==> src/hw/rtl/adsr_pkg.sv <==
package adsr_pkg;

    localparam int SAMPLE_RATE_DEF = 44100;
    localparam int PHASE_BITS_DEF  = 32;
    localparam int SINE_DEPTH_DEF  = 1024;

    localparam int CFG_W     = 16;
    localparam int CFG_IDX_W = 3;
    localparam int NOTE_W    = 7;
    localparam int VEL_W     = 7;
    localparam int SAMPLE_W  = 23;
    localparam int WAVE_W    = 17;
    localparam int DIV_NUM_W = 64;
    localparam int DIV_DEN_W = 24;

    typedef enum logic [CFG_IDX_W-1:0] {
        CFG_WAVEFORM = 3'd0,
        CFG_ATTACK   = 3'd1,
        CFG_DECAY    = 3'd2,
        CFG_SUSTAIN  = 3'd3,
        CFG_RELEASE  = 3'd4,
        CFG_PEAK     = 3'd5,
        CFG_KEY      = 3'd6
    } cfg_index_t;

    localparam logic [2:0] WAVE_SINE   = 3'd0;
    localparam logic [2:0] WAVE_TRI    = 3'd1;
    localparam logic [2:0] WAVE_SAW    = 3'd2;
    localparam logic [2:0] WAVE_PULSE  = 3'd3;
    localparam logic [2:0] WAVE_SILENT = 3'd4;

    function automatic logic [25:0] freq_q16(input logic [3:0] semi);
        logic [25:0] f;
        begin
            unique case (semi)
                4'd0:    f = 26'd28835840;
                4'd1:    f = 26'd30550524;
                4'd2:    f = 26'd32498188;
                4'd3:    f = 26'd34291778;
                4'd4:    f = 26'd36330865;
                4'd5:    f = 26'd38491259;
                4'd6:    f = 26'd40780038;
                4'd7:    f = 26'd43204936;
                4'd8:    f = 26'd45774012;
                4'd9:    f = 26'd48495919;
                4'd10:   f = 26'd51379634;
                4'd11:   f = 26'd54434791;
                default: f = 26'd0;
            endcase
            return f;
        end
    endfunction

endpackage

==> src/hw/rtl/adsr_div.sv <==
module adsr_div
    import adsr_pkg::*;
(
    input  logic                 clk,
    input  logic                 rst_n,
    input  logic                 start,
    input  logic [DIV_NUM_W-1:0] num,
    input  logic [DIV_DEN_W-1:0] den,
    output logic                 done,
    output logic [DIV_NUM_W-1:0] quot
);

    localparam int STEPS = DIV_NUM_W / 2;
    localparam int CNT_W = $clog2(STEPS);

    logic [DIV_DEN_W-1:0] rem_reg;
    logic [DIV_NUM_W-1:0] quo_reg;
    logic [DIV_DEN_W-1:0] den_reg;
    logic [CNT_W-1:0]     cnt_reg;
    logic                 busy_reg;
    logic                 done_reg;
    logic [DIV_DEN_W-1:0] rem_next;
    logic [DIV_NUM_W-1:0] quo_next;

    always_comb
    begin
        logic [DIV_DEN_W:0] t;
        rem_next = rem_reg;
        quo_next = quo_reg;
        for (int k = 0; k < 2; k++)
        begin
            t = {rem_next, quo_next[DIV_NUM_W-1]};
            quo_next = {quo_next[DIV_NUM_W-2:0], 1'b0};
            if (t >= {1'b0, den_reg})
            begin
                t = t - {1'b0, den_reg};
                quo_next[0] = 1'b1;
            end
            rem_next = t[DIV_DEN_W-1:0];
        end
    end

    always_ff @(posedge clk or negedge rst_n)
    begin
        if (!rst_n)
        begin
            busy_reg <= 1'b0;
            done_reg <= 1'b0;
            cnt_reg  <= '0;
        end
        else
        begin
            done_reg <= 1'b0;
            if (start)
            begin
                busy_reg <= 1'b1;
                cnt_reg  <= '0;
            end
            else if (busy_reg)
            begin
                cnt_reg <= cnt_reg + 1'b1;
                if (cnt_reg == CNT_W'(STEPS - 1))
                begin
                    busy_reg <= 1'b0;
                    done_reg <= 1'b1;
                end
            end
        end
    end

    always_ff @(posedge clk)
    begin
        if (start)
        begin
            rem_reg <= '0;
            quo_reg <= num;
            den_reg <= den;
        end
        else if (busy_reg)
        begin
            rem_reg <= rem_next;
            quo_reg <= quo_next;
        end
    end

    assign done = done_reg;
    assign quot = quo_reg;

endmodule

==> config.mk <==
export PLATFORM = sky130hd
export DESIGN_NAME = adsr_div
export DESIGN_NICKNAME = d
export VERILOG_FILES = /design/src/hw/rtl/adsr_pkg.sv /design/src/hw/rtl/adsr_div.sv
export SDC_FILE = /design/constraint.sdc
export NUM_CORES = 1
export LEC_CHECK = 0
export BUFFER_PORTS_ARGS = -buffer_cell sky130_fd_sc_hd__buf_2
export CORE_MARGIN = 5
export CORE_UTILIZATION = 31
export DETAILED_ROUTE_END_ITERATION = 7
export HOLD_SLACK_MARGIN = 0.03
export PLACE_DENSITY = 0.54
export SLEW_MARGIN = 20
export SYNTH_ARGS = -nofsm -noshare
export SYNTH_HDL_FRONTEND = slang
export SYNTH_SLANG_ARGS = --single-unit
==> constraint.sdc <==
create_clock -name clk -period 12 [get_ports clk]
set_input_delay 3 -clock clk [delete_from_list [all_inputs] [get_ports clk]]
set_output_delay 3 -clock clk [all_outputs]
set_load 0.02 [all_outputs]
Yosys cells after proc, flatten, opt, wreduce, memory -nomap -nowiden

Cells that the tools add are included.

Logic and storage cells: 27
Bits in latches: 0
Input bits: 91
Register bits: 119
Memory bits (read-only): 0
RAM bits: 0
Memories: 0
Output and inout port bits: 65

$add $sub $neg: 3
Reduce and logical (&&, ||, !) cells: 1
Multiply operators: 0
Shift-type cells: 0
Eq/ne operators: 1
Order comparisons: 2
Div/mod/pow operators: 0
Bitwise gates (word level): 0
Muxes and demuxes: 14

Operator list:

| kind                | number |
|---|---|
| $mux 64             | 2 |
| $ge 25x24->1        | 2 |
| $mux 24             | 2 |
| $sub 24x24->24      | 2 |
| $mux 5              | 2 |
| $mux 1              | 8 |
| $add 5x1->5 const B | 1 |
| $eq 5x5->1 const B  | 1 |
| $reduce_bool 2->1   | 1 |

Depth between registers and ports, before layout

Gate-level depths: netlist (run 1).

Word-level depth: 6
Depth in mapped cells: 25
Depth with buffers taken out: 21

Least setup slack after synthesis (run 1)

OpenSTA, ideal clock, no wires.

Path kind: input-to-reg
From: in start
To: reg quo_reg[0] (netlist: quot[0]) (enable)
Slack: 6948 ps
Stages on the path: 3
Buffers on the path: 1
Setup time: 419 ps
Arrival: 4633 ps
Required time: 11581 ps
Cell sequence: clkbuf_1 nor2_1 inv_1

Longest elaborated chain between the ends: 1

RTL lines:

| what                               | RTL line       | source |
|---|---|---|
| start: declaration                 | adsr_div.sv:6  | `input logic start,` |
| $reduce_bool 2->1 (no source line) | n/a            |  |
| end signal: assignment             | adsr_div.sv:76 | `quo_reg <= num;` |
| end signal: assignment             | adsr_div.sv:82 | `quo_reg <= quo_next;` |
| end: declaration                   | adsr_div.sv:17 | `logic [DIV_NUM_W-1:0] quo_reg;` |

No other way between the ends.
A chain may end at the register's enable or synchronous reset.

Worst setup path in the final report (run 1)

From: reg den_reg[10]
To: reg rem_reg[4]

Longest elaborated chain between the ends: 4
Elaborated cells between the ends (all ways): 6
Those cells by class: 2 x add/sub; 2 x order compare; 2 x mux

RTL lines:

| what                                           | RTL line                       | source |
|---|---|---|
| start: declaration                             | adsr_div.sv:18                 | `logic [DIV_DEN_W-1:0] den_reg;` |
| start signal: assignment                       | adsr_div.sv:77                 | `den_reg <= den;` |
| $ge 25x24->1 or $sub 24x24->24 (tied branches) | adsr_div.sv:34, adsr_div.sv:36 |  |
| $mux 24                                        | adsr_div.sv:34                 | `if (t >= {1'b0, den_reg})` |
| $sub 24x24->24 or $ge 25x24->1 (tied branches) | adsr_div.sv:36, adsr_div.sv:34 |  |
| $mux 24 *                                      | adsr_div.sv:34                 |  |
| end signal: assignment                         | adsr_div.sv:81                 | `rem_reg <= rem_next;` |
| end: declaration                               | adsr_div.sv:16                 | `logic [DIV_DEN_W-1:0] rem_reg;` |

Every way passes the cells marked *; elsewhere a longest branch is shown, timed or not.

==> flow_metrics.py, run 1 <==
metrics = {
    "worst_setup_path": {
        "startpoint_type": "flip-flop",
        "worstReg2RegStart": "den_reg[10]$_DFFE_PP_",
        "critPathKind": "flip-flop to flip-flop",
        "required_ns": 12.27,
        "r2r-end": "rem_reg[4]$_SDFFE_PP0P_",
        "reg2reg_depth": 21,
        "cp_max_fo": 34,
        "cp-end-kind": "flip-flop",
        "crit_path_top_delay_cell": "nor2_1",
        "regToRegSetupSlack_ns": 5.78,
        "critical_path.cell_chain": "inv_1 -> ha_1 -> and3_1 -> and4_1 -> a21bo_1 -> o211ai_2 -> nand2_1 -> a21oi_4 -> buf_4 -> mux2_2 -> ha_1 -> nand2_1 -> o21ai_1 -> a41o_1 -> a211oi_1 -> o311ai_0 -> o21ai_0 -> o211a_1 -> nor2_1 -> buf_4 -> o221ai_1",
        "crit_path_max_incr_delay_ns": 0.59,
        "arrival_ns": 6.49,
    },
    "routing": {
        "via_per_inst": 5.10,
        "drt_wl_total_mm": 22.3,
        "first_pass_iters": 8,
        "wire_per_inst_microns": 18.5,
        "dr.first_iter.drc_count": 303,
        "antenna_left": 0,
        "drc_errors": 0,
        "via_count": 6151,
    },
    "sta": {
        "relSlewSlack_pct": 35.0,
        "rsz0062_at_grt": "no",
        "worst_slack_ns": 5.78,
        "final_max_slew_viol_count": 0,
        "fin_tns_setup_ns": 0,
        "finalSetupViolations": 0,
        "finalHoldViolCount": 0,
        "whs_ns": 0.483,
        "fmax_mhz": 161,
        "post-route-period-util_pct": 51.8,
        "tightest_slew_ns": 0.975,
        "finalClockSkew_ns": 0.0145,
        "min_period_ns": 6.22,
    },
    "synth": {
        "synth_simple_gate_area_share_pct": 11.4,
        "muxShareOfSynthArea_pct": 12.6,
        "synth_common_cells": "edfxtp_1, mux2_2, nor2_1",
        "postSynthCellCount": 716,
        "synth_compound_area_share_pct": 15.3,
        "yosysTopAreaCell": "edfxtp_1",
        "postSynthAreaPerCell_sq_um": 10.6,
        "synth_xor_xnor_area_share_pct": 4.61,
        "ys_ff_latch": 119,
        "yosysSeqAreaShare_pct": 43.4,
        "yosysWarnings": 0,
        "netlist_area_sq_um": 7600,
        "synth_area_leaders": "edfxtp_1, mux2_2, ha_1",
        "synth_fa_ha_area_share_pct": 8.76,
        "syn_nets": 859,
        "synth.most_common_cell": "edfxtp_1",
        "synth_ff_type": "edfxtp_1",
        "synth_cell_types": 68,
        "synth_top_family_by_area": "compound AO/OA/AOI/OAI gates",
        "synth_top_area_share_pct": 34.8,
        "ys_async_sr_fraction_pct": 5.88,
        "synth_edf_count": 88,
    },
    "global_routing": {
        "grt_pass1_vias": 6388,
        "grt_usage_pct": 16.1,
        "grt_pass1_wl_mm": 35.9,
        "grt_max_degree": 67,
        "antenna_found_initial": 0,
        "grt_overflow_total": 0,
    },
    "clock_tree": {
        "post_cts_buffers": 0,
        "cts_hold_buffers": 0,
        "clk_pin_slew_ns": 0.07,
        "cts_root_buf": "clkbuf_16",
        "cts_tree": "done",
        "cts_sinks": 119,
        "cts.htree.levels": 4,
        "clk_path_buf_depth": 2,
        "numCtsBuffers": 17,
        "insertion_delay_ns": 0.42,
        "cts.repair.resized": 0,
    },
    "placement": {
        "place_congestion": 0.846,
        "pre_cts_slack_ns": 5.84,
        "numPortBuffers": 155,
        "dp.cells": 1174,
        "dp_hpwl_mm": 16.7,
    },
    "die": {
        "rows": 57,
        "initial_core_util_pct": 31.3,
        "dieWidth_microns": 167,
        "io_pins": 156,
        "dieArea_sq_um": 27700,
        "core_sq_um": 24200,
        "die_h_microns": 167,
    },
    "final_layout": {
        "area_growth_pct": 22.7,
        "stdcell_count": 1205,
        "largest_reg_flops": 64,
        "num-nets-final": 1012,
        "diodes": 0,
        "drive_gt1_share_pct": 33.0,
    },
    "flow_run": {
        "drv_cap": 0,
    },
    "worst_hold_path": {
        "hold_path.class": "flip-flop to flip-flop",
        "worstHoldStart": "rem_reg[10]$_SDFFE_PP0P_",
        "whs_path_depth": 2,
        "holdPathEnd": "rem_reg[10]$_SDFFE_PP0P_",
    },
    "run_status": {
        "status": "completed",
    },
    "power_and_ir_drop": {
        "irDropWorstVdd_mv": 0.0980,
        "power_density_nw_per_um2": 249,
        "p_leak_nw": 4.03,
    },
}
[cells by family after synthesis]
group	after synthesis
and+or+nand+nor	182
AOI/OAI and AO/OA	166
buffers and inverters	71
DFF	119
muxes	86
xor gates and xnor gates	40
adders and majority gates	52
[critical path: cells and delay by family, from the launching register on]
family,cells,cell delay [ns]
fa+ha+maj,2,0.80
buf+inv,3,0.76
flops,1,0.32
compound gates,10,2.33
simple gates,5,1.40
mux,1,0.41
[cells in the final DEF, fill, tap and decap left out, types with 10 or more instances in the layout]
cell	Yosys	final
a211oi_1	12	12
a21o_1	14	14
a21oi_1	37	37
a31oi_1	10	10
buf_2	7	154
buf_4	3	10
clkbuf_16	0	17
dfxtp_1	24	24
edfxtp_1	88	88
ha_1	50	50
inv_1	41	40
mux2_2	80	80
nand2_1	50	50
nand3_1	10	10
nand4_1	16	16
nor2_1	56	55
nor3_1	16	16
o211ai_1	10	10
o21ai_0	21	21
xnor2_1	28	28
xor2_1	12	12
[power by group]
group	switching (mW)	internal, mW	total (mW)	leakage, nW
registers	0.0444	0.516	0.561	1.20
logic	0.709	0.511	1.22	2.53
clock network	0.213	0.331	0.544	0.294
[through the flow]
stage	util, %	cell area [sq um]	power [mW]
3_3_place_gp	35.9	8710	1.78
4_1_cts	38.5	9320	2.33
5_1_grt	38.5	9320	2.50
2_1_floorplan	-	7600	1.48
3_5_place_dp	35.9	8710	1.78
6_report	38.5	9320	2.32
[worst max-delay path by stage]
stage / from / to / slack (ns) / cells past startpoint
6_report: den_reg[10]$_DFFE_PP_ / rem_reg[4]$_SDFFE_PP0P_ / 5.78 / 21
4_1_cts: den_reg[11]$_DFFE_PP_ / rem_reg[4]$_SDFFE_PP0P_ / 5.80 / 21
2_1_floorplan: start / quot[0]$_DFFE_PP_ / 6.95 / 3
5_1_grt: den_reg[11]$_DFFE_PP_ / rem_reg[4]$_SDFFE_PP0P_ / 5.25 / 21
3_3_place_gp: den_reg[11]$_DFFE_PP_ / rem_reg[23]$_SDFFE_PP0P_ / 6.10 / 20
3_5_place_dp: den_reg[11]$_DFFE_PP_ / rem_reg[4]$_SDFFE_PP0P_ / 5.84 / 21
[layout make-up]
cell class	instances	area [sq um]
clock buffers	17	425
clock inverters	14	186
fillers	2492	14900
inverters	41	154
multi-input cells	526	4010
flip-flops and latches	119	3300
well taps	324	405
repair buffers	164	846
[layer usage]
| layer | vias to the layer above | wire length, microns | track usage [%] |
|---|---|---|---|
| met2 | 222 | 10500 | 26.0 |
| li1 | 3003 | - | - |
| met1 | 2911 | 9830 | 20.9 |
| met5 | - | 0 | 0 |
| met4 | 0 | 278 | 4.09 |
| met3 | 15 | 1670 | 5.14 |
No activity file was read; power rests on OpenSTA's default activity.
==> run 2: changes to the inputs <==
--- a/config.mk
+++ b/config.mk
@@ -5,6 +5,7 @@
 export SDC_FILE = /design/constraint.sdc
 export NUM_CORES = 1
 export LEC_CHECK = 0
+export ABC_AREA = 1
 export BUFFER_PORTS_ARGS = -buffer_cell sky130_fd_sc_hd__buf_2
 export CORE_MARGIN = 5
 export CORE_UTILIZATION = 31
==> constraint.sdc (replaced) <==
create_clock -name clk -period 6.2 [get_ports clk]
set_input_delay 1.55 -clock clk [delete_from_list [all_inputs] [get_ports clk]]
set_output_delay 1.55 -clock clk [all_outputs]
set_load 0.02 [all_outputs]
==> flow_metrics.py, run 2 <==
metrics = {
    "run_status": {
        "status": "completed",
    },
    "worst_setup_path": {
        "crit_path_top_delay_cell": "nand3_2",
        "critical_path.cell_chain": "inv_1 -> ha_1 -> nand2_2 -> inv_1 -> nand2_1 -> nand2_1 -> nand2_1 -> nand2_1 -> a21oi_2 -> nand3_2 -> o21ai_1 -> inv_1 -> ha_1 -> inv_1 -> o21ai_0 -> a21boi_0 -> nand2_1 -> nand3_1 -> nand3_1 -> nand2_2 -> nand3_4 -> nand2_1 -> nand3_1 -> nand2_1",
        "crit_path_max_incr_delay_ns": 0.52,
        "startpoint_type": "flip-flop",
        "cp-end-kind": "flip-flop",
        "arrival_ns": 5.41,
        "crit_top_cell": "nand2_1",
        "cp_max_fo": 29,
        "critPathKind": "flip-flop to flip-flop",
        "required_ns": 6.56,
    },
    "routing": {
        "dr.first_iter.drc_count": 441,
        "via_per_inst": 4.74,
        "drt_wl_total_mm": 26.8,
        "first_pass_iters": 5,
        "antenna_left": 0,
        "via_count": 8118,
        "drc_errors": 0,
        "wire_per_inst_microns": 15.7,
    },
    "global_routing": {
        "grt_usage_pct": 17.3,
        "grt_overflow_total": 0,
        "grt.met3_usage_pct": 4.39,
        "grt_max_degree": 68,
        "grt_pass1_wl_mm": 42.5,
        "grt_util_met1_pct": 23.6,
        "antenna_found_initial": 3,
        "busiest_layer": "met2",
        "grt_pass1_vias": 8003,
        "grtUsageMet2_pct": 26.9,
    },
    "sta": {
        "rsz0062_at_grt": "no",
        "fmax_mhz": 198,
        "post-route-period-util_pct": 81.4,
        "tightest_slew_ns": 0.912,
        "finalClockSkew_ns": 0.00919,
        "finalSetupViolations": 0,
        "min_period_ns": 5.05,
        "final_max_slew_viol_count": 0,
        "fin_tns_setup_ns": 0,
        "worst_slack_ns": 1.15,
        "relSlewSlack_pct": 39.1,
        "finalHoldViolCount": 0,
    },
    "synth": {
        "ys_ff_latch": 119,
        "synth_common_cells": "nand2_1, inv_1, edfxtp_1",
        "synth_top_family_by_area": "simple AND/OR/NAND/NOR gates",
        "synth_area_leaders": "edfxtp_1, nand2_1, inv_1",
        "synth_top_area_share_pct": 31.0,
        "postSynthAreaPerCell_sq_um": 7.06,
        "synth_simple_gate_area_share_pct": 35.5,
        "syn_nets": 1353,
        "yosysTopAreaCell": "edfxtp_1",
        "synth_ff_type": "edfxtp_1",
        "synth_cell_types": 44,
        "netlist_area_sq_um": 8540,
        "synth_fa_ha_area_share_pct": 7.80,
        "muxShareOfSynthArea_pct": 0,
        "ys_async_sr_fraction_pct": 5.88,
        "yosysWarnings": 0,
        "yosysSeqAreaShare_pct": 38.6,
        "postSynthCellCount": 1210,
        "synth_compound_area_share_pct": 4.79,
        "synth.most_common_cell": "nand2_1",
        "synth_xor_xnor_area_share_pct": 3.08,
        "synth_edf_count": 88,
    },
    "clock_tree": {
        "cts.repair.resized": 0,
        "insertion_delay_ns": 0.42,
        "clk_pin_slew_ns": 0.06,
        "cts_tree": "done",
        "cts_hold_buffers": 0,
        "numCtsBuffers": 17,
        "cts_root_buf": "clkbuf_16",
        "clk_path_buf_depth": 2,
        "cts.htree.levels": 4,
        "cts_sinks": 119,
        "post_cts_buffers": 0,
    },
    "placement": {
        "numPortBuffers": 155,
        "place_congestion": 0.933,
        "pre_cts_slack_ns": 1.18,
        "dp_hpwl_mm": 21.3,
    },
    "final_layout": {
        "layout_common_cells": "nand2_1, inv_1, buf_2, edfxtp_1, nand3_1",
        "mostFrequentLayoutCell": "nand2_1",
        "drive_gt1_share_pct": 16.7,
        "regArea_sq_um": 3300,
        "largest_reg_flops": 64,
        "diodes": 0,
        "fillCellCount": 2871,
        "num-nets-final": 1500,
        "area_growth_pct": 19.3,
        "multi_input_area_sq_um": 4380,
    },
    "die": {
        "io_pins": 156,
        "rows": 60,
        "initial_core_util_pct": 31.6,
        "dieWidth_microns": 176,
        "core_sq_um": 27000,
        "die_h_microns": 176,
        "dieArea_sq_um": 31000,
    },
    "power_and_ir_drop": {
        "p_sw_share_pct": 51.0,
        "p_sw_mw": 2.93,
        "p_seq_share_pct": 19.5,
        "p_int_mw": 2.82,
        "pwr-share-comb_pct": 63.0,
        "p_leak_nw": 5.44,
        "power_density_nw_per_um2": 565,
        "clkPwrFrac_pct": 17.5,
        "irDropWorstVdd_mv": 0.274,
    },
    "worst_hold_path": {
        "hold_path.class": "flip-flop to flip-flop",
    },
    "flow_run": {
        "drv_cap": 0,
    },
}
## run 2: cell count changes after synthesis, moves of 8 or more
cell,before,now
a21o_1,14,3
nand3_1,10,86
nand2_2,0,15
o211ai_1,10,0
mux2_2,80,0
xnor2_1,28,20
a211oi_1,12,0
nand2_1,50,514
inv_1,41,177
## run 2: path summary, 6_finish.rpt
kind / startpoint / to / slack, ns / cells past startpoint
setup / recovery: den_reg[11]$_DFFE_PP_ / rem_reg[3]$_SDFFE_PP0P_ / 1.15 / 24
hold / removal: rem_reg[2]$_SDFFE_PP0P_ / rem_reg[2]$_SDFFE_PP0P_ / 0.48 / 2
max in group asynchronous: rst_n / busy_reg$_DFF_PN0_ / 5.07 / 1
hold reg to reg: rem_reg[2]$_SDFFE_PP0P_ / rem_reg[2]$_SDFFE_PP0P_ / 0.48 / 2
setup reg to reg: den_reg[11]$_DFFE_PP_ / rem_reg[3]$_SDFFE_PP0P_ / 1.15 / 24
min in group asynchronous: rst_n / cnt_reg[3]$_DFFE_PN0P_ / 0.96 / 1
## run 2: per-layer routing
layer / up-vias / routed length, microns
met3: 42 / 2290
li1: 4114 / -
met2: 320 / 11700
met4: 6 / 615
met1: 3636 / 12100
met5: - / 41
## run 2: stage by stage
| stage | hold WS [ns] | cells | utilization, % | cell area [sq um] | total power [mW] |
|---|---|---|---|---|---|
| finish | 0.483 | 1711 | 37.7 | 10200 | 5.76 |
| global route | 0.503 | 1711 | 37.7 | 10200 | 6.27 |
| CTS | 0.484 | 1711 | 37.7 | 10200 | 5.75 |
| detailed placement | 0.473 | 1679 | 35.5 | 9590 | 4.71 |
| global placement | 0.475 | 1679 | 35.5 | 9580 | 4.74 |
| floorplan | 0.449 | 1210 | - | 8540 | 3.90 |
## run 2: final cells by class
type,instances,share of cell area [%]
sequential,119,32.4
tap,341,4.19
clock inverter,15,1.66
timing repair buffer,158,7.86
multi-input combinational,879,43.0
clock buffer,17,4.18
inverter,182,6.72
## run 2: cells by family (layout without fill, tap and decap cells)
group | Yosys count | count (layout)
XOR/XNOR | 30 | 30
buffers and inverters | 212 | 372
flip-flops | 119 | 119
AND/OR/NAND/NOR | 722 | 722
AO/OA/AOI/OAI | 75 | 75
adder cells (fa/ha/maj) | 52 | 52
## run 2: critical path, delay by kind of cell, from the launching register on
family | cells | cell delay [ns]
simple gates | 14 | 2.59
compound gates | 4 | 0.93
buf+inv | 4 | 0.45
flops | 1 | 0.35
fa+ha+maj | 2 | 0.65
## run 2: power by group through the flow
stage | logic, mW | registers (mW) | clock network [mW]
6_report | 3.63 | 1.12 | 1.01
5_1_grt | 4.08 | 1.13 | 1.06
2_1_floorplan | 2.75 | 1.15 | 0
3_3_place_gp | 3.61 | 1.13 | 0
4_1_cts | 3.60 | 1.12 | 1.03
3_5_place_dp | 3.58 | 1.13 | 0
